<file path="src/rtl/drs_pkg.sv">
// ----------------------------------------------------------------------------
// drs_pkg
// shared constants and types of the dependency ready scheduler
// ----------------------------------------------------------------------------
`timescale 1ns / 1ps
`default_nettype none
package drs_pkg;
   localparam int ENTRIES     = 64;
   localparam int MAX_DEPS    = 4;
   localparam int STREAM_BITS = 8;
   localparam int ID_BITS     = 6;
   localparam int TIME_BITS   = 64;
   localparam int DEP_FIELDS  = 4;

   localparam logic [1:0] FUNC_ADD      = 2'd0;
   localparam logic [1:0] FUNC_COMPLETE = 2'd1;

   // command broadcast to every cell of the chain
   typedef struct packed {
      logic          add;      // write the cell whose index matches id
      logic          complete; // mark executed and wake dependents
      logic [9:0]    id;
   } cmd_type;
endpackage
`default_nettype wire

</file>
<file path="src/rtl/drs_cell.sv">
// ----------------------------------------------------------------------------
// drs_cell
// one table entry: status, payload, dependency list, plus one step of the
// walk chain that hands on the running best, the next ready position and
// the ready and pending counts to its neighbour
// ----------------------------------------------------------------------------
`timescale 1ns / 1ps
`default_nettype none
module drs_cell #(
   parameter int INDEX       = 0,
   parameter int IDX_BITS    = 6,
   parameter int MAX_DEPS    = 4,
   parameter int STREAM_BITS = 8
) (
   input  wire                      clock,
   input  wire                      reset,
   input  wire drs_pkg::cmd_type    cmd,
   input  wire                      cmd_valid,
   input  wire [7:0]                add_stream,
   input  wire [63:0]               add_time,
   input  wire [3:0]                add_cnt,
   input  wire [MAX_DEPS*6-1:0]     add_deps,
   // executed flags of ids, seen by every cell for its own deps
   input  wire [63:0]               exec_vec,
   output logic                     valid_o,
   output logic                     executed_o,
   // walk chain
   input  wire                      walk_i,
   output logic                     walk_o,
   input  wire [31:0]               order_i,
   output logic [31:0]              order_o,
   input  wire [6:0]                rtot_i,
   output logic [6:0]               rtot_o,
   input  wire [6:0]                ptot_i,
   output logic [6:0]               ptot_o,
   input  wire                      best_found_i,
   input  wire [63:0]               best_time_i,
   input  wire [31:0]               best_order_i,
   input  wire [IDX_BITS-1:0]       best_id_i,
   input  wire [STREAM_BITS-1:0]    best_stream_i,
   output logic                     best_found_o,
   output logic [63:0]              best_time_o,
   output logic [31:0]              best_order_o,
   output logic [IDX_BITS-1:0]      best_id_o,
   output logic [STREAM_BITS-1:0]   best_stream_o
);
   logic valid_ff, exec_ff, met_ff, ready_ff, wait_ff;
   logic [63:0] time_ff;
   logic [STREAM_BITS-1:0] stream_ff;
   logic [5:0] deps_ff [MAX_DEPS];
   logic [3:0] cnt_ff;
   logic [31:0] order_ff;
   logic walk_ff; logic [31:0] nord_ff; logic [6:0] rt_ff, pt_ff;
   logic bf_ff; logic [63:0] bt_ff; logic [31:0] bo_ff;
   logic [IDX_BITS-1:0] bi_ff; logic [STREAM_BITS-1:0] bs_ff;
   logic lists, all_exec, mine, make_ready, better;
   logic [31:0] my_order;

   assign mine = cmd.id == 10'(INDEX);
   always_comb begin
      lists = 1'b0;
      all_exec = 1'b1;
      for (int k = 0; k < MAX_DEPS; k++) begin
         if (4'(k) < cnt_ff) begin
            if (deps_ff[k] == cmd.id[5:0] && cmd.id < 10'd64) lists = 1'b1;
            if (!exec_vec[deps_ff[k]]) all_exec = 1'b0;
         end
      end
   end
   assign make_ready = cmd.complete && valid_ff && !met_ff && lists && all_exec;
   assign valid_o = valid_ff;
   assign executed_o = exec_ff;

   // wait_ff marks an entry made ready by this item; it takes its position
   // when the walk reaches it
   always_ff @(posedge clock) begin
      if (reset) begin
         valid_ff <= 1'b0; exec_ff <= 1'b0; met_ff <= 1'b0; ready_ff <= 1'b0;
         wait_ff <= 1'b0;
      end else if (cmd_valid) begin
         if (cmd.add && mine) begin
            valid_ff <= 1'b1; exec_ff <= 1'b0;
            met_ff <= add_cnt == 4'd0; ready_ff <= add_cnt == 4'd0;
            wait_ff <= add_cnt == 4'd0;
         end else if (cmd.complete) begin
            if (mine && valid_ff) exec_ff <= 1'b1;
            if (make_ready) begin
               met_ff <= 1'b1; ready_ff <= 1'b1; wait_ff <= 1'b1;
            end else if (mine && valid_ff) begin
               ready_ff <= 1'b0;
            end
         end
      end else if (walk_i) begin
         wait_ff <= 1'b0;
      end
   end
   always_ff @(posedge clock) begin
      if (cmd_valid && cmd.add && mine) begin
         time_ff <= add_time;
         stream_ff <= add_stream[STREAM_BITS-1:0];
         cnt_ff <= add_cnt;
         for (int k = 0; k < MAX_DEPS; k++) deps_ff[k] <= add_deps[k*6 +: 6];
      end
      if (walk_i && wait_ff) order_ff <= order_i;
   end

   assign my_order = wait_ff ? order_i : order_ff;
   assign better = ready_ff && (!best_found_i || time_ff < best_time_i ||
      (time_ff == best_time_i && my_order < best_order_i));
   always_ff @(posedge clock) begin
      if (reset) begin
         walk_ff <= 1'b0;
      end else begin
         walk_ff <= walk_i;
      end
   end
   always_ff @(posedge clock) begin
      if (walk_i) begin
         nord_ff <= order_i + 32'(wait_ff);
         rt_ff <= rtot_i + 7'(ready_ff);
         pt_ff <= ptot_i + 7'(valid_ff && !exec_ff);
         bf_ff <= best_found_i || ready_ff;
         bt_ff <= better ? time_ff : best_time_i;
         bo_ff <= better ? my_order : best_order_i;
         bi_ff <= better ? IDX_BITS'(INDEX) : best_id_i;
         bs_ff <= better ? stream_ff : best_stream_i;
      end
   end
   assign walk_o = walk_ff;
   assign order_o = nord_ff;
   assign rtot_o = rt_ff;
   assign ptot_o = pt_ff;
   assign best_found_o = bf_ff;
   assign best_time_o = bt_ff;
   assign best_order_o = bo_ff;
   assign best_id_o = bi_ff;
   assign best_stream_o = bs_ff;
endmodule
`default_nettype wire

</file>
<file path="config.mk">
export PLATFORM = sky130hd
export DESIGN_NAME = drs_cell
export DESIGN_NICKNAME = d
export VERILOG_FILES = /design/src/rtl/drs_pkg.sv /design/src/rtl/drs_cell.sv
export SDC_FILE = /design/constraint.sdc
export NUM_CORES = 1
export LEC_CHECK = 0
export BUFFER_PORTS_ARGS = -buffer_cell sky130_fd_sc_hd__buf_2
export CAP_MARGIN = 30
export CORE_MARGIN = 2
export CORE_UTILIZATION = 38
export CTS_CLUSTER_SIZE = 16
export DETAILED_ROUTE_END_ITERATION = 10
export PLACE_DENSITY_LB_ADDON = 0.25
export SLEW_MARGIN = 15
export SYNTH_ARGS = -nofsm -noshare
export SYNTH_HDL_FRONTEND = slang
export SYNTH_SLANG_ARGS = --single-unit
</file>
<file path="constraint.sdc">
create_clock -name clock -period 4.6 [get_ports clock]
set_input_delay 0.46 -clock clock [delete_from_list [all_inputs] [get_ports clock]]
set_output_delay 0.46 -clock clock [all_outputs]
set_load 0.1 [all_outputs]
</file>
==> reports/results.tsv <==
metric	value	unit
CTS buffer count	37	
cells along the critical path	buf_4 -> mux2_2 -> ha_1 -> o21a_1 -> o21ai_0 -> a21oi_1 -> o21ai_0 -> a2111oi_2 -> o31ai_4 -> buf_12 -> buf_12 -> mux2_2	
htree depth	2	
synthesized cell area	16600	sq um
TritonRoute pass-1 iters	5	
pwr dens	348	nW/um^2
detailed-route DRC error count	0	
post-layout util	48.6	%
CP delay by family, top	compound AO/OA/AOI/OAI gates	
routed vias/inst	5.21	
routability congestion estimate	0.905	
worst flop-to-flop path endpoint	best_stream_o[7]	
status	finished, final reports clean	
wire per inst	21.9	microns
YS warnings	0	
Setup Fix Bufs, Post-CTS	0	
Critical Path Start Type	flip-flop	
die height	213	microns
sequential area share after synthesis	52.9	%
Final Hold Fails	0	
layout cells sized above 1	46.4	%
Crit-path slowest cell	dfxtp_2	
Worst Reg-to-Reg Cells	12	
hpwl dp	39600	microns
Worst Setup End Kind	flip-flop	
Placed Instances	2203	
CP max FO	24	
RSZ-0062 raised after global routing	no	
Final ANT Viol Nets	0	
slew margin rel.	37.2	%
DRT iter0 DRCs	773	
ys async rst share	0	%
#FFs+latches synth	295	
Die Span X	213	microns
drt total wl	50000	microns
WHS Path Cells	1	
clk sinks	295	
Reg area	8800	sq um
Synth top area share	52.2	%
Synth Flop Type	edfxtp_1	
Worst-Skew Late Latency	0.56	ns
Worst Max-Slew Pin Slew	0.942	ns
Max Clock Freq	0.250	GHz
I/O pin total	497	
syn_nets	1587	
initial core utilization	38.5	%
Leak	0.00876	uW
largest net degree at the start of global routing	81	
synthesized area per cell	14.5	sq um
slowest stage delay, CP	0.62	ns
TNS Setup	0	ns
worst hold endpoint	time_ff[16]	
reg-to-reg startpoint	wait_ff	
crit path time final	4.01	ns
Worst EP required	4.90	ns
final net count	2096	
CTS tree	built	
Buf+Inv Stages, Crit Path	3	
grt total ovfl	0	
# fillers	3868	
Layout Cells excl Fill	2280	
overall power	7290	uW
Core Region	43200	sq um
setup ws final	0.594	ns
pre-CTS setup slack	0.577	ns
die area	45500	sq um
Rows	76	
synth-to-layout area growth	26.1	%
Cells after Synth	1149	
initial antenna violation count	22	
min-delay src	add_time[16]	
clk slew on worst S/H paths	0.06	ns
r2r setup slk	0.59	ns
Tcrit/Tclk final	87.1	%
Synth cell types	55	
Clock Tree Root	clkbuf_16	
Longest Clk Path Bufs	3	
worst vdd ir	0.000262	V
hold_buf cts	0	
# setup viols final	0	
Synth area leaders	edfxtp_1, mux4_2, mux2_4, ha_1, mux2_2	
vias	11900	
Slew Viols, Final	0	
Port Buffers	496	
multi-input logic area	7180	sq um
gr usage total	21.5	%
count of max-cap constraint violations	0	
first-pass GRT wire length	72100	microns
top cell type by total area after synthesis	edfxtp_1	
Crit Path Category	flip-flop to flip-flop	
critical path arrival	4.30	ns
Hold/Removal Path Class	primary input to flip-flop	
post-CTS sizing	0	
Clock Skew	0.0307	ns
count of flip-flops with a built-in enable after synthesis	289	
vias in the first global route	11900	
-- how the worst max path moves through the flow --
stage | startpoint | to | slack, ns | depth (start not counted)
floorplan | cmd[2] | cnt_ff[0] | 0.02 | 6
global placement | best_time_i[55] | best_time_o[34] | 0.56 | 14
finish | wait_ff | best_stream_o[7] | 0.59 | 12
detailed placement | wait_ff | best_time_o[40] | 0.58 | 11
CTS | wait_ff | best_time_o[46] | 0.57 | 11
global route | wait_ff | best_stream_o[3] | 0.35 | 11
-- layout by cell type, fill, tap and decap left out, types with 4 or more instances in the layout --
master     instances
clkbuf_16         38
nand2b_1           7
edfxtp_1         289
ha_1             101
mux4_2            65
clkinv_2           5
inv_1            109
diode_2           13
a2111oi_0          9
nor4_1            11
nor3_1            17
buf_2            495
xnor2_1           43
o22ai_1            4
mux2_4            93
and3_1            10
mux2i_1           13
nand3_1           33
clkbuf_1           9
a211oi_1           7
buf_12             4
nand4_1           27
dfxtp_1            5
xor2_1            21
buf_4             16
o21ai_0           22
nor2_1            30
o21a_1             5
nand2_1           35
mux2_2            50
nor2b_1            9
a31oi_1            4
a21oi_1           35
and4_1             6
a21o_1             5
clkinv_1           5
-- final cells by class --
type / instances / area share (%)
well taps: 585 / 3.49
repair buffers: 517 / 12.9
clock buffers: 47 / 4.69
multi-input cells: 698 / 34.2
diodes: 13 / 0.155
inverters: 109 / 1.95
flip-flops and latches: 295 / 41.9
clock inverters: 16 / 0.662
-- power by group --
group	internal [uW]	switching, uW	total, uW	leakage, uW
clock network	1580	1140	2720	0.000549
logic	344	1120	1460	0.00544
registers	3080	34.1	3110	0.00277
total	5000	2290	7290	0.00876
-- registers in the layout (all words and copies together) (netlist names) --
register / cells
best_order_o: 32
executed_o: 1
met_ff: 1
rtot_o: 7
walk_o: 1
best_time_o: 64
ptot_o: 7
order_ff: 32
time_ff: 64
order_o: 32
best_found_o: 1
ready_ff: 1
best_id_o: 6
stream_ff: 8
wait_ff: 1
best_stream_o: 8
cnt_ff: 4
valid_o: 1
deps_ff: 24
-- Yosys cell counts (all sizes together) (9+ instances only) --
| library cell | n |
|---|---|
| mux2 | 143 |
| nand4 | 27 |
| mux2i | 13 |
| and3 | 10 |
| a21oi | 35 |
| ha | 101 |
| xnor2 | 43 |
| inv | 109 |
| buf | 21 |
| nand3 | 33 |
| o21ai | 22 |
| nor4 | 11 |
| nor2 | 30 |
| nor2b | 9 |
| nand2 | 35 |
| xor2 | 21 |
| edfxtp | 289 |
| a2111oi | 11 |
| nor3 | 17 |
| mux4 | 65 |
| clkbuf | 26 |
-- cell families after synthesis --
logic type               after synthesis  synth area share [%]
flip-flops                           295                  52.9
XOR/XNOR                              64                  3.37
AND/OR/NAND/NOR                      200                  6.38
adder cells (fa/ha/maj)              101                  7.60
buffers and inverters                156                  4.06
AO/OA/AOI/OAI                        112                  4.35
multiplexers                         221                  21.4
-- worst register-to-register path, delay by kind of cell, from the launching register on --
family | cells | cell delay (ns)
buffers and inverters | 3 | 0.81
DFF | 1 | 0.62
muxes | 2 | 0.76
adders and majority gates | 1 | 0.29
AOI/OAI and AO/OA | 6 | 1.27
-- stage by stage --
| stage | area [sq um] | hold WS, ns |
|---|---|---|
| after global placement | 19800 | 0.483 |
| after global routing | 21000 | 0.0447 |
| after floorplan | 16600 | 0.461 |
| after CTS | 20900 | 0.0361 |
| final | 21000 | 0.0748 |
| after detailed placement | 19800 | 0.492 |
-- metal layers --
layer	routed length [microns]	global-route usage, %	vias up	share of wire (%)
li1	-	-	5477	-
met5	133	0	-	0.27
met1	18800	25.3	5745	38
met3	4550	6.31	102	9.1
met4	1630	8.48	18	3.3
met2	24900	37.0	545	50
Power figures use the tool's default switching activity.
